<file path="config.mk">
export PLATFORM = sky130hd
export DESIGN_NAME = overwriting_byte_fifo_with_search_core_flat
export DESIGN_NICKNAME = d
export VERILOG_FILES = /design/src/ofb_pkg.sv /design/src/ofb_in_if.sv /design/src/ofb_out_if.sv /design/src/ofb_ram.sv /design/src/ofb_search.sv /design/src/overwriting_byte_fifo_with_search_core.sv /design/src/flat_wrapper.sv
export SDC_FILE = /design/constraint.sdc
export NUM_CORES = 2
export LEC_CHECK = 0
export BUFFER_PORTS_ARGS = -buffer_cell sky130_fd_sc_hd__buf_2
export CAP_MARGIN = 20
export CORE_UTILIZATION = 50
export CTS_CLUSTER_SIZE = 30
export DETAILED_ROUTE_END_ITERATION = 10
export PLACE_DENSITY = 0.65
export SLEW_MARGIN = 20
export SYNTH_ARGS = -nofsm -noshare
export SYNTH_HDL_FRONTEND = slang
export SYNTH_SLANG_ARGS = --single-unit
</file>
<file path="constraint.sdc">
create_clock -name clk -period 8.2 [get_ports clk]
set_input_delay 0 -clock clk [delete_from_list [all_inputs] [get_ports clk]]
set_output_delay 0 -clock clk [all_outputs]
set_load 0.005 [all_outputs]
</file>
<file path="src/ofb_pkg.sv">
// ----------------------------------------------------------------------------
// ofb_pkg
// Shared types and codes for the overwriting byte FIFO with search.
// ----------------------------------------------------------------------------
`default_nettype none

package ofb_pkg;

	localparam int unsigned BYTE_W  = 8;
	localparam int unsigned COUNT_W = 9;
	localparam int unsigned OP_W    = 2;

	typedef enum logic [OP_W-1:0] {
		OP_APPEND = 2'd0,
		OP_REMOVE = 2'd1,
		OP_CLEAR  = 2'd2,
		OP_FIND   = 2'd3
	} op_t;

	// one result word
	typedef struct packed {
		logic [COUNT_W-1:0] match_index;
		logic               match_found;
		logic [COUNT_W-1:0] fill_level;
	} result_t;

	// search engine completion
	typedef struct packed {
		logic               valid;
		logic               found;
		logic [COUNT_W-1:0] index;
	} done_t;

endpackage

`default_nettype wire

</file>
<file path="src/ofb_in_if.sv">
// ----------------------------------------------------------------------------
// ofb_in_if
// Command channel: operation, byte and remove count with valid/ready.
// ----------------------------------------------------------------------------
`default_nettype none

interface ofb_in_if;

	logic                         valid;
	logic                         ready;
	logic [ofb_pkg::OP_W-1:0]     operation;
	logic [ofb_pkg::BYTE_W-1:0]   byte_value;
	logic [ofb_pkg::COUNT_W-1:0]  remove_count;

	modport source (output valid, output operation, output byte_value,
		output remove_count, input ready);
	modport sink (input valid, input operation, input byte_value,
		input remove_count, output ready);

endinterface

`default_nettype wire

</file>
<file path="src/ofb_out_if.sv">
// ----------------------------------------------------------------------------
// ofb_out_if
// Result channel: match index, match flag and fill level with valid/ready.
// ----------------------------------------------------------------------------
`default_nettype none

interface ofb_out_if;

	logic                         valid;
	logic                         ready;
	logic [ofb_pkg::COUNT_W-1:0]  match_index;
	logic                         match_found;
	logic [ofb_pkg::COUNT_W-1:0]  fill_level;

	modport source (output valid, output match_index, output match_found,
		output fill_level, input ready);
	modport sink (input valid, input match_index, input match_found,
		input fill_level, output ready);

endinterface

`default_nettype wire

</file>
<file path="src/ofb_ram.sv">
// ----------------------------------------------------------------------------
// ofb_ram
// Generic simple dual-port RAM: one write port, one read port, registered read.
// ----------------------------------------------------------------------------
`default_nettype none

module ofb_ram #(
	parameter int unsigned WIDTH = 8,
	parameter int unsigned DEPTH = 256
) (
	input  wire logic                     clk,
	input  wire logic                     we,
	input  wire logic [$clog2(DEPTH)-1:0] waddr,
	input  wire logic [WIDTH-1:0]         wdata,
	input  wire logic                     re,
	input  wire logic [$clog2(DEPTH)-1:0] raddr,
	output      logic [WIDTH-1:0]         rdata
);

	logic [WIDTH-1:0] mem [DEPTH];

	always_ff @(posedge clk) begin
		if (we) begin
			mem[waddr] <= wdata;
		end
		if (re) begin
			rdata <= mem[raddr];
		end
	end

endmodule

`default_nettype wire

</file>
<file path="src/ofb_search.sv">
// ----------------------------------------------------------------------------
// ofb_search
// Find engine: walks the ring from the oldest byte, one RAM read per cycle,
// and compares each returned byte against the search value.
// ----------------------------------------------------------------------------
`default_nettype none

module ofb_search #(
	parameter int unsigned DEPTH = 256
) (
	input  wire logic                                 clk,
	input  wire logic                                 arst_n,
	input  wire logic                                 start,
	input  wire logic [ofb_pkg::BYTE_W-1:0]           start_value,
	input  wire logic [$clog2(DEPTH)-1:0]             start_head,
	input  wire logic [$clog2(DEPTH+1)-1:0]           start_fill,
	output      logic                                 rd_en,
	output      logic [$clog2(DEPTH)-1:0]             rd_addr,
	input  wire logic [ofb_pkg::BYTE_W-1:0]           rd_data,
	output      logic                                 busy,
	output      ofb_pkg::done_t                       done
);

	localparam int unsigned AW = $clog2(DEPTH);
	localparam int unsigned CW = $clog2(DEPTH + 1);
	localparam int unsigned MW = (CW > ofb_pkg::COUNT_W) ? CW : ofb_pkg::COUNT_W;

	logic                        busy_q;
	logic [CW-1:0]               rd_idx_q;
	logic [AW-1:0]               rd_addr_q;
	logic [CW-1:0]               fill_q;
	logic [ofb_pkg::BYTE_W-1:0]  value_q;
	logic                        cmp_valid_s1;
	logic [CW-1:0]               cmp_idx_s1;
	logic                        hit;
	logic                        last;
	logic [MW-1:0]               idx_ext;
	logic [MW-1:0]               fill_ext;

	assign rd_en   = busy_q && (rd_idx_q < fill_q);
	assign rd_addr = rd_addr_q;
	assign busy    = busy_q;

	assign hit      = cmp_valid_s1 && (rd_data == value_q);
	assign last     = cmp_valid_s1 && (cmp_idx_s1 == fill_q - CW'(1));
	assign idx_ext  = MW'(cmp_idx_s1);
	assign fill_ext = MW'(fill_q);

	always_comb begin
		done.valid = hit || last;
		done.found = hit;
		done.index = hit ? idx_ext[ofb_pkg::COUNT_W-1:0] : fill_ext[ofb_pkg::COUNT_W-1:0];
	end

	always_ff @(posedge clk or negedge arst_n) begin
		if (!arst_n) begin
			busy_q       <= 1'b0;
			cmp_valid_s1 <= 1'b0;
		end else if (start) begin
			busy_q       <= 1'b1;
			cmp_valid_s1 <= 1'b0;
		end else if (done.valid) begin
			// drop the read still in flight
			busy_q       <= 1'b0;
			cmp_valid_s1 <= 1'b0;
		end else begin
			cmp_valid_s1 <= rd_en;
		end
	end

	always_ff @(posedge clk) begin
		if (start) begin
			rd_idx_q  <= '0;
			rd_addr_q <= start_head;
			fill_q    <= start_fill;
			value_q   <= start_value;
		end else if (rd_en) begin
			rd_idx_q   <= rd_idx_q + CW'(1);
			rd_addr_q  <= (rd_addr_q == AW'(DEPTH - 1)) ? '0 : rd_addr_q + AW'(1);
		end
		cmp_idx_s1 <= rd_idx_q;
	end

endmodule

`default_nettype wire

</file>
<file path="src/overwriting_byte_fifo_with_search_core.sv">
// ----------------------------------------------------------------------------
// overwriting_byte_fifo_with_search_core
// Byte ring buffer that overwrites its oldest byte when full, with a
// find-first-match search over the stored bytes.
// ----------------------------------------------------------------------------
// Usage:
//   req carries one command word per handshake: append a byte, remove up to
//   remove_count bytes from the front, clear, or find a byte. rsp returns one
//   result word per command with the fill level after the command and, for
//   find, the position of the first match counted from the oldest byte (or
//   the fill level and match_found low when there is none).
//   For append, remove, clear and a find on an empty buffer, the result is
//   registered at the edge that accepts the command. A find walks the stored
//   bytes from the oldest until a hit or the newest byte, one byte compared per
//   cycle through the single RAM read port.
//   req.ready is low while a find runs. A two-word output stage (output
//   register plus skid) lets one command be accepted while a result waits;
//   with both words full, req.ready drops until rsp takes a word.
//   Reset empties the buffer and the output stage and zeroes the head. The
//   byte store itself is not cleared; no clearing pass is needed.
// ----------------------------------------------------------------------------
`default_nettype none

module overwriting_byte_fifo_with_search_core #(
	parameter int unsigned DEPTH = 256
) (
	input  wire logic   clk,
	input  wire logic   arst_n,
	ofb_in_if.sink      req,
	ofb_out_if.source   rsp
);

	localparam int unsigned AW = $clog2(DEPTH);
	localparam int unsigned CW = $clog2(DEPTH + 1);
	localparam int unsigned CNT_W = ofb_pkg::COUNT_W;
	localparam int unsigned MW = (CW > CNT_W) ? CW : CNT_W;
	localparam int unsigned SW = ((AW > CNT_W) ? AW : CNT_W) + 1;

	logic [AW-1:0]               head_q;
	logic [CW-1:0]               fill_q;
	logic [AW-1:0]               head_nxt;
	logic [CW-1:0]               fill_nxt;

	logic                        out_valid_q;
	ofb_pkg::result_t            out_q;
	logic                        skid_valid_q;
	ofb_pkg::result_t            skid_q;

	logic                        accept;
	logic                        search_busy;
	ofb_pkg::done_t              search_done;
	logic                        search_start;
	logic                        res_valid;
	ofb_pkg::result_t            res;

	logic                        wr_en;
	logic [AW-1:0]               wr_addr;
	logic                        rd_en;
	logic [AW-1:0]               rd_addr;
	logic [ofb_pkg::BYTE_W-1:0]  rd_data;

	logic [MW-1:0]               fill_nxt_ext;
	logic [MW-1:0]               fill_cur_ext;

	function automatic logic [AW-1:0] ring_add(input logic [AW-1:0] base,
		input logic [SW-1:0] offset);
		logic [SW-1:0] sum;
		sum = SW'(base) + offset;
		if (sum >= SW'(DEPTH)) begin
			sum = sum - SW'(DEPTH);
		end
		return sum[AW-1:0];
	endfunction

	assign req.ready = !search_busy && !skid_valid_q;
	assign accept    = req.valid && req.ready;

	// next head/fill, RAM write and search start for an accepted command
	always_comb begin
		head_nxt     = head_q;
		fill_nxt     = fill_q;
		wr_en        = 1'b0;
		wr_addr      = ring_add(head_q, SW'(fill_q));
		search_start = 1'b0;
		case (ofb_pkg::op_t'(req.operation))
			ofb_pkg::OP_APPEND: begin
				wr_en = accept;
				if (fill_q == CW'(DEPTH)) begin
					wr_addr  = head_q;
					head_nxt = ring_add(head_q, SW'(1));
				end else begin
					fill_nxt = fill_q + CW'(1);
				end
			end
			ofb_pkg::OP_REMOVE: begin
				if (MW'(req.remove_count) >= MW'(fill_q)) begin
					fill_nxt = '0;
				end else begin
					head_nxt = ring_add(head_q, SW'(req.remove_count));
					fill_nxt = fill_q - CW'(req.remove_count);
				end
			end
			ofb_pkg::OP_CLEAR: begin
				fill_nxt = '0;
			end
			ofb_pkg::OP_FIND: begin
				search_start = accept && (fill_q != '0);
			end
			default: begin
				fill_nxt = fill_q;
			end
		endcase
	end

	assign fill_nxt_ext = MW'(fill_nxt);
	assign fill_cur_ext = MW'(fill_q);

	// a result comes from an immediate command or from the search engine
	always_comb begin
		if (search_done.valid) begin
			res_valid       = 1'b1;
			res.match_index = search_done.index;
			res.match_found = search_done.found;
			res.fill_level  = fill_cur_ext[CNT_W-1:0];
		end else begin
			res_valid       = accept && !search_start;
			res.match_index = '0;
			res.match_found = 1'b0;
			res.fill_level  = fill_nxt_ext[CNT_W-1:0];
		end
	end

	always_ff @(posedge clk or negedge arst_n) begin
		if (!arst_n) begin
			head_q <= '0;
			fill_q <= '0;
		end else if (accept) begin
			head_q <= head_nxt;
			fill_q <= fill_nxt;
		end
	end

	always_ff @(posedge clk or negedge arst_n) begin
		if (!arst_n) begin
			out_valid_q  <= 1'b0;
			skid_valid_q <= 1'b0;
		end else if (out_valid_q && rsp.ready) begin
			// advance the skid word, or take a new result straight in
			out_valid_q  <= skid_valid_q || res_valid;
			skid_valid_q <= 1'b0;
		end else if (res_valid) begin
			// skid is always empty here: no command is taken while it holds a word
			if (!out_valid_q) begin
				out_valid_q <= 1'b1;
			end else begin
				skid_valid_q <= 1'b1;
			end
		end
	end

	always_ff @(posedge clk) begin
		if (out_valid_q && rsp.ready && skid_valid_q) begin
			out_q <= skid_q;
		end else if (res_valid && (!out_valid_q || rsp.ready)) begin
			out_q <= res;
		end
		if (res_valid && out_valid_q && !rsp.ready) begin
			skid_q <= res;
		end
	end

	assign rsp.valid       = out_valid_q;
	assign rsp.match_index = out_q.match_index;
	assign rsp.match_found = out_q.match_found;
	assign rsp.fill_level  = out_q.fill_level;

	ofb_search #(
		.DEPTH (DEPTH)
	) u_search (
		.clk         (clk),
		.arst_n      (arst_n),
		.start       (search_start),
		.start_value (req.byte_value),
		.start_head  (head_q),
		.start_fill  (fill_q),
		.rd_en       (rd_en),
		.rd_addr     (rd_addr),
		.rd_data     (rd_data),
		.busy        (search_busy),
		.done        (search_done)
	);

	ofb_ram #(
		.WIDTH (ofb_pkg::BYTE_W),
		.DEPTH (DEPTH)
	) u_store (
		.clk   (clk),
		.we    (wr_en),
		.waddr (wr_addr),
		.wdata (req.byte_value),
		.re    (rd_en),
		.raddr (rd_addr),
		.rdata (rd_data)
	);

	a_busy_blocks_req: assert property (@(posedge clk) disable iff (!arst_n)
		search_busy |-> !req.ready)
		else $error("command accepted during a find");

	a_skid_needs_out: assert property (@(posedge clk) disable iff (!arst_n)
		skid_valid_q |-> out_valid_q)
		else $error("skid holds a word while the output register is empty");

	a_fill_bounded: assert property (@(posedge clk) disable iff (!arst_n)
		fill_q <= CW'(DEPTH))
		else $error("fill count above depth");

	a_done_in_search: assert property (@(posedge clk) disable iff (!arst_n)
		search_done.valid |-> (search_busy && !skid_valid_q))
		else $error("find result outside a running search");

endmodule

`default_nettype wire
</file>
<file path="src/flat_wrapper.sv">
// flat-port wrapper written by rule: the top's interface ports become plain ports
module overwriting_byte_fifo_with_search_core_flat 
#(
	parameter int unsigned DEPTH = 256
)
  (clk, arst_n, req_valid, req_operation, req_byte_value, req_remove_count, req_ready, rsp_valid, rsp_match_index, rsp_match_found, rsp_fill_level, rsp_ready);
  ofb_in_if req_i ();
  ofb_out_if rsp_i ();
  input  wire logic clk;
  input  wire logic arst_n;
  input wire logic [$bits(req_i.valid)-1:0] req_valid;
  input wire logic [$bits(req_i.operation)-1:0] req_operation;
  input wire logic [$bits(req_i.byte_value)-1:0] req_byte_value;
  input wire logic [$bits(req_i.remove_count)-1:0] req_remove_count;
  output wire logic [$bits(req_i.ready)-1:0] req_ready;
  output wire logic [$bits(rsp_i.valid)-1:0] rsp_valid;
  output wire logic [$bits(rsp_i.match_index)-1:0] rsp_match_index;
  output wire logic [$bits(rsp_i.match_found)-1:0] rsp_match_found;
  output wire logic [$bits(rsp_i.fill_level)-1:0] rsp_fill_level;
  input wire logic [$bits(rsp_i.ready)-1:0] rsp_ready;
  assign req_i.valid = req_valid;
  assign req_i.operation = req_operation;
  assign req_i.byte_value = req_byte_value;
  assign req_i.remove_count = req_remove_count;
  assign req_ready = req_i.ready;
  assign rsp_valid = rsp_i.valid;
  assign rsp_match_index = rsp_i.match_index;
  assign rsp_match_found = rsp_i.match_found;
  assign rsp_fill_level = rsp_i.fill_level;
  assign rsp_i.ready = rsp_ready;
  overwriting_byte_fifo_with_search_core #(.DEPTH(DEPTH)) u_core (.clk(clk), .arst_n(arst_n), .req(req_i), .rsp(rsp_i));
endmodule
</file>
* Word-level counts from Yosys, hierarchy flattened *
Memory sizes are Yosys's and may differ from the RTL's. A register that Yosys moved wholly into a read port is not among the register bits.
Index checks and enable logic that the tools add are counted.
W data, S select, Z words.

cells by class
  multiplexer cells = 32
  reduce and logical (&&, ||, !) cells = 30
  $add $sub $neg = 11
  order comparisons = 5
  eq/ne operators = 9

operators by type and width
  kind                   number
  $mux W8                10
  $mux W19               3
  $mux W9                3
  $pmux W9 S3            1
  $sub A8 B1 Y8 const B  3
  $add A8 B9 Y10         2
  $ge A10 B9 Y1 const B  2
  $add A9 B1 Y9 const B  2
  $pmux W8 S2            1
  $mux W1                14
  $logic_and A1 B1 Y1    12
  $reduce_bool A2 Y1     6
  $add A8 B1 Y9 const B  1
  $eq A9 B9 Y1           1
  $eq A9 B9 Y1 const B   1
  $ge A9 B9 Y1           1
  $ge A9 B9 Y1 const B   1
  $lt A9 B9 Y1           1
  $reduce_bool A9 Y1     1
  $sub A9 B1 Y9 const B  1
  $sub A9 B9 Y9          1
  $add A8 B1 Y8 const B  1
  $eq A8 B8 Y1           1
  $eq A8 B8 Y1 const B   1
  9 further kinds        16

word-level totals
  memories = 1
  output and inout port bits = 21
  memory bits (writable) = 2048
  register bits = 102
  word-level logic and storage cells = 105
  input port bits = 23

memories
  name                depth  width  read ports  clocked after memory_dff  wr ports  RTL line       text
  u_core.u_store.mem  256    8      1           1                         1         ofb_ram.sv:20  logic [WIDTH-1:0] mem [DEPTH];

* Logic depth before layout (Yosys ltp) *
  word-level depth = 11
  depth in mapped cells = 14
  depth with buffers taken out = 12

* Modules after synthesis *
Synthesis repeated with hierarchy kept, for this count alone.

unflattened totals
  cells, all modules = 4386
  area total of the unflattened synthesis = 86011.2 um^2

modules (own cells, without submodules)
  module                                  area an instance (um^2)  sequential area each (um^2)  times used  cells each
  ofb_ram                                 79636.4                  61739.2                      1           3733
  overwriting_byte_fifo_with_search_core  4057.6                   1616.6                       1           430
  ofb_search                              2317.2                   1161.1                       1           223

* Worst setup path after synthesis *
Ideal clock, no wire load.

  path type = flip-flop to flip-flop
  start point = reg u_core.u_search.fill_q[0], in the netlist u_core.u_search.fill_ext[0]
  end point = reg u_core.out_q, in the netlist u_core.rsp.fill_level[0] (enable)
  data arrival time = 3.321 ns
  library setup time = 0.424 ns
  required time = 7.776 ns
  slack = 4.454 ns
  path buffers = 0
  clock period less this slack = 3.746 ns
  cell stages (with the launch flop) = 10
  path through = edfxtp_1 -> inv_1 -> ha_1 -> nor3b_2 -> nand4_1 -> xnor2_1 -> nor3_1 -> a21o_1 -> nor2_1 -> a21boi_0

between the ends
  longest elaborated chain between the ends = 7

ends and longest elaborated chain
  what                          RTL line                                       text
  start, declared               ofb_search.sv:31                               logic [CW-1:0] fill_q;
  start signal, assigned        ofb_search.sv:75                               fill_q <= start_fill;
  $sub A9 B1 Y9                 ofb_search.sv:45                               assign last = cmp_valid_s1 && (cmp_idx_s1 == fill_q - CW'(1));
  $eq A9 B9 Y1                  ofb_search.sv:45
  $logic_and A1 B1 Y1           ofb_search.sv:45
  $logic_or A1 B1 Y1            ofb_search.sv:50                               done.valid = hit || last;
  $mux W1                       overwriting_byte_fifo_with_search_core.sv:120  if (search_done.valid) begin
  $logic_and A1 B1 Y1           overwriting_byte_fifo_with_search_core.sv:164  end else if (res_valid && (!out_valid_q || rsp.ready)) begin
  $reduce_bool A2 Y1 (no line)  -
  end signal, assigned          overwriting_byte_fifo_with_search_core.sv:163  out_q <= skid_q;
  end signal, assigned          overwriting_byte_fifo_with_search_core.sv:165  out_q <= res;
  end, declared                 overwriting_byte_fifo_with_search_core.sv:45   ofb_pkg::result_t out_q;

No other way between the ends.
A chain may end at the register's enable or synchronous reset.

* Worst setup path after layout *
  start point = reg u_core.fill_q[1], in the netlist u_core.fill_cur_ext[1]
  end point = mem u_core.u_store.mem[24][6] (enable)

between the ends
  longest elaborated chain between the ends = 5
  elaborated cells on any way between the ends = 7
  classes of those cells = 2 x add/sub; 1 x order compare; 1 x eq/ne; 3 x mux

ends and longest elaborated chain
  what                                            RTL line                                                                                    text
  start, declared                                 overwriting_byte_fifo_with_search_core.sv:40                                                logic [CW-1:0] fill_q;
  start signal, assigned                          overwriting_byte_fifo_with_search_core.sv:139                                               fill_q <= fill_nxt;
  $add A8 B9 Y10                                  overwriting_byte_fifo_with_search_core.sv:68                                                sum = SW'(base) + offset;
  $sub A8 B1 Y8 or $ge A10 B9 Y1 (tied branches)  overwriting_byte_fifo_with_search_core.sv:70, overwriting_byte_fifo_with_search_core.sv:69
  $mux W8                                         overwriting_byte_fifo_with_search_core.sv:69                                                if (sum >= SW'(DEPTH)) begin
  $mux W8                                         overwriting_byte_fifo_with_search_core.sv:88                                                if (fill_q == CW'(DEPTH)) begin
  $mux W8 *                                       overwriting_byte_fifo_with_search_core.sv:85                                                case (ofb_pkg::op_t'(req.operation))
  end, declared                                   ofb_ram.sv:20

Every way passes the cells marked *; elsewhere a longest branch is shown, timed or not.

==> results.py <==
metrics = {
    "timing": {
        "finalCriticalPeriod_ns": 5.03,
        "fin_skew_ns": 0.0291,
        "setup_slack_ns": 3.17,
        "worst_slew_margin_rel_pct": 18.1,
        "max_freq_mhz": 199,
        "setup-violations-final": 0,
        "period_share_pct": 61.4,
        "grt_setup_unrepaired": "false",
        "report.final.slew_viol_count": 0,
        "tightest_slew_ns": 1.23,
        "tns_ns": 0,
        "hold_viol": 0,
    },
    "global_routing": {
        "antenna_found_initial": 5,
        "use_met3_pct": 5.06,
        "grt_first_pass_wirelength_um": 313000,
        "grt_max_degree": 167,
        "grt_usage_pct": 24.9,
        "grt.met1_usage_pct": 35.8,
        "grt.met2_usage_pct": 38.7,
        "overflow": 0,
        "grt_pass1_vias": 44300,
        "globalRoute.busiestLayer": "met2",
    },
    "placement": {
        "routabilityCongestion": 0.852,
        "dp_worst_setup_slack_ns": 3.15,
        "dpl.hpwl_um": 126000,
        "io_buffer_count": 43,
        "place_inst": 6494,
    },
    "routing": {
        "drt-initial-drc-count": 5585,
        "num_vias": 44300,
        "route.detailed.drc": 0,
        "via_per_inst": 6.39,
        "first_pass_iters": 6,
        "wirelength_um": 215000,
        "routedWlPerCell_um": 31.1,
        "ant_nets": 0,
    },
    "clock_tree": {
        "clockBufferDepth": 3,
        "clk-insertion-delay-late_ns": 0.85,
        "cts.clk_slew.worst_paths_ns": 0.06,
        "cts_tree": "yes",
        "numClockSinks": 2158,
        "cts_buffers": 208,
        "cts_setup_buffers": 0,
        "htree_levels": 4,
        "cts-root-buf": "clkbuf_16",
    },
    "die": {
        "dieArea_mm2": 0.173,
        "core-area_mm2": 0.170,
        "die_y_um": 416,
        "start_util_pct": 50.5,
        "num_io_pins": 44,
        "rows": 151,
        "die_w_um": 416,
    },
    "min_path": {
        "min_path_type": "input port to flip-flop",
        "holdPathStages": 4,
        "hold_end": "u_core.rsp.valid",
        "min_from": "rsp_ready",
    },
    "critical_path": {
        "r2r_end": "u_core.u_store.mem[24][6]",
        "cp.arrival_ns": 5.49,
        "critPathRequiredTime_ns": 8.66,
        "cp_max_fo": 32,
        "crit_type": "flip-flop to flip-flop",
        "slowest_stage": "nor3_1",
        "max_stage_delay_ns": 0.99,
        "regToRegSetupSlack_ns": 3.17,
        "reg2regPathDepth": 10,
        "regToRegStartpoint": "u_core.fill_cur_ext[1]",
        "crit_path_cell_trace": "inv_1 -> ha_1 -> nor4b_4 -> nand4_1 -> nor3_1 -> o21ai_4 -> buf_4 -> or4_2 -> buf_4 -> nor3_1",
        "start_kind": "flip-flop",
        "endpoint_kind": "flip-flop",
    },
    "synth": {
        "ys_warn_count": 0,
        "synth_seq_area_share_pct": 75.1,
        "ys_ff_latch": 2158,
        "synthArstFlopShare_pct": 0.973,
        "yosysUniqueCellTypes": 85,
        "syn_area_per_cell_um2": 19.8,
        "synth_edf_count": 2119,
        "synth_nets": 4390,
        "synth_top_flop_cell": "edfxtp_1",
        "synthCells": 4328,
        "syn_area_mm2": 0.0859,
    },
    "pwr": {
        "p_leak_nw": 30.5,
        "power.density_mw_per_mm2": 318,
        "ir_drop_v": 0.000285,
    },
    "layout": {
        "post_layout_nonfiller_instances": 6920,
        "finalNetCount": 4587,
        "areaGrowthSynthToFinish_pct": 12.7,
        "drive_gt1_share_pct": 24.1,
    },
    "run_status": {
        "status": "finished, final reports clean",
    },
    "job": {
        "max_cap_violations": 0,
    },
}
[where the power goes]
part / switching, W / internal, W
Sequential: 0.000161 / 0.0123
Clock: 0.00407 / 0.00557
Combinational: 0.00526 / 0.00342
Total: 0.00950 / 0.0213
[sequential cells by signal, indices dropped and copies added (netlist names), 9 cells and up]
register and cells:
u_core.u_store.mem 2048, u_core.skid_q 19, u_core.fill_cur_ext 9, u_core.rsp.fill_level 9, u_core.rsp.match_index 9, u_core.u_search.cmp_idx_s1 9, u_core.u_search.fill_ext 9, u_core.u_search.rd_idx_q 9
[cells in the mapped netlist, types with 27 or more instances]
cell,count,area [um2]
nand2_1,114,428
clkbuf_1,111,417
buf_2,90,450
a22o_1,35,307
xnor2_1,37,324
o22ai_1,36,225
a22oi_1,103,773
nor3_1,189,946
buf_4,27,203
nand3_1,51,255
mux2i_1,138,1380
a211oi_1,31,233
edfxtp_1,2119,63600
inv_1,37,139
a21oi_1,69,345
o21ai_0,60,300
mux4_2,466,10500
ha_1,36,450
a31oi_1,27,169
nor2_1,165,619
[repair_timing]
action	in CTS	in global routing
hold endpoints to repair	830	0
resized for setup	0	0
hold buffers	35	0
[area by class of cell]
class	count	area [um2]
Multi-Input combinational cell	1863	20400
Timing Repair Buffer	255	2130
Inverter	39	146
Tap cell	2218	2780
Antenna cell	1	2.50
Fill cell	12500	73200
Sequential cell	2158	64500
Clock inverter	127	1350
Clock buffer	259	5500
[worst max-delay path: cells and delay by family, from the launching register on]
kind	cells	cell delay (ns)
compound gates	1	0.09
flops	1	0.51
buf+inv	3	0.90
simple gates	5	2.86
fa+ha+maj	1	0.19
[worst max-delay path by stage]
stage,startpoint,slack (ns),end,cells after the start
after detailed placement,u_core.fill_cur_ext[1],3.15,u_core.u_store.mem[156][5],10
after CTS,u_core.fill_cur_ext[1],3.16,u_core.u_store.mem[156][3],10
after floorplan,u_core.u_search.fill_ext[0],4.45,u_core.rsp.fill_level[0],9
after global routing,u_core.fill_cur_ext[1],2.95,u_core.u_store.mem[24][6],10
after global placement,u_core.fill_cur_ext[1],3.21,u_core.u_store.mem[152][1],9
final,u_core.fill_cur_ext[1],3.17,u_core.u_store.mem[24][6],10
[cells by family (layout without fill, tap and decap cells)]
family / Yosys count / after routing / synth area share [%]
flops: 2158 / 2158 / 75.1
simple gates: 634 / 634 / 3.54
mux: 626 / 626 / 14.2
compound gates: 511 / 511 / 4.21
buf+inv: 307 / 680 / 1.82
xor+xnor: 53 / 53 / 0.540
fa+ha+maj: 39 / 39 / 0.594
other cells: 0 / 1 / 0
[placed cells by master, fill, tap and decap left out, types with 21 or more instances in the layout]
master	synthesis	routed
a21oi_1	69	69
nor2_1	165	164
xnor2_1	37	37
clkinv_2	0	43
ha_1	36	36
nor3_2	1	72
o22ai_1	36	36
inv_1	37	37
mux2i_1	138	138
a211oi_1	31	30
dlygate4sd3_1	0	34
buf_4	27	155
clkbuf_1	111	45
o21ai_0	60	60
edfxtp_1	2119	2119
a22o_1	35	35
buf_2	90	42
o221ai_1	22	22
mux4_2	466	466
a31oi_1	27	27
clkinv_1	2	44
dfrtp_1	21	21
bufinv_16	0	26
a221oi_1	24	24
nor3_1	189	118
nand2_1	114	114
clkbuf_16	0	212
nand3_1	51	48
a22oi_1	103	103
[layer usage]
layer	share of wire [%]	up-vias
li1	-	18400
met1	41	23300
met2	47	2169
met3	9.0	339
met4	3.0	2
met5	0.0060	-
[per-stage QoR]
step / hold slack [ns] / area (um2) / total power [W] / utilization, %
detailed placement: 0.0464 / 89400 / 0.0213 / 52.6
global route: 0.0904 / 96800 / 0.0317 / 56.9
CTS: 0.00453 / 96700 / 0.0309 / 56.8
floorplan: -0.296 / 85900 / 0.0183 / -
global placement: 0.0301 / 89200 / 0.0213 / 52.5
finish: 0.0735 / 96800 / 0.0308 / 56.9
Note: power is estimated with default switching activity, not from simulation.
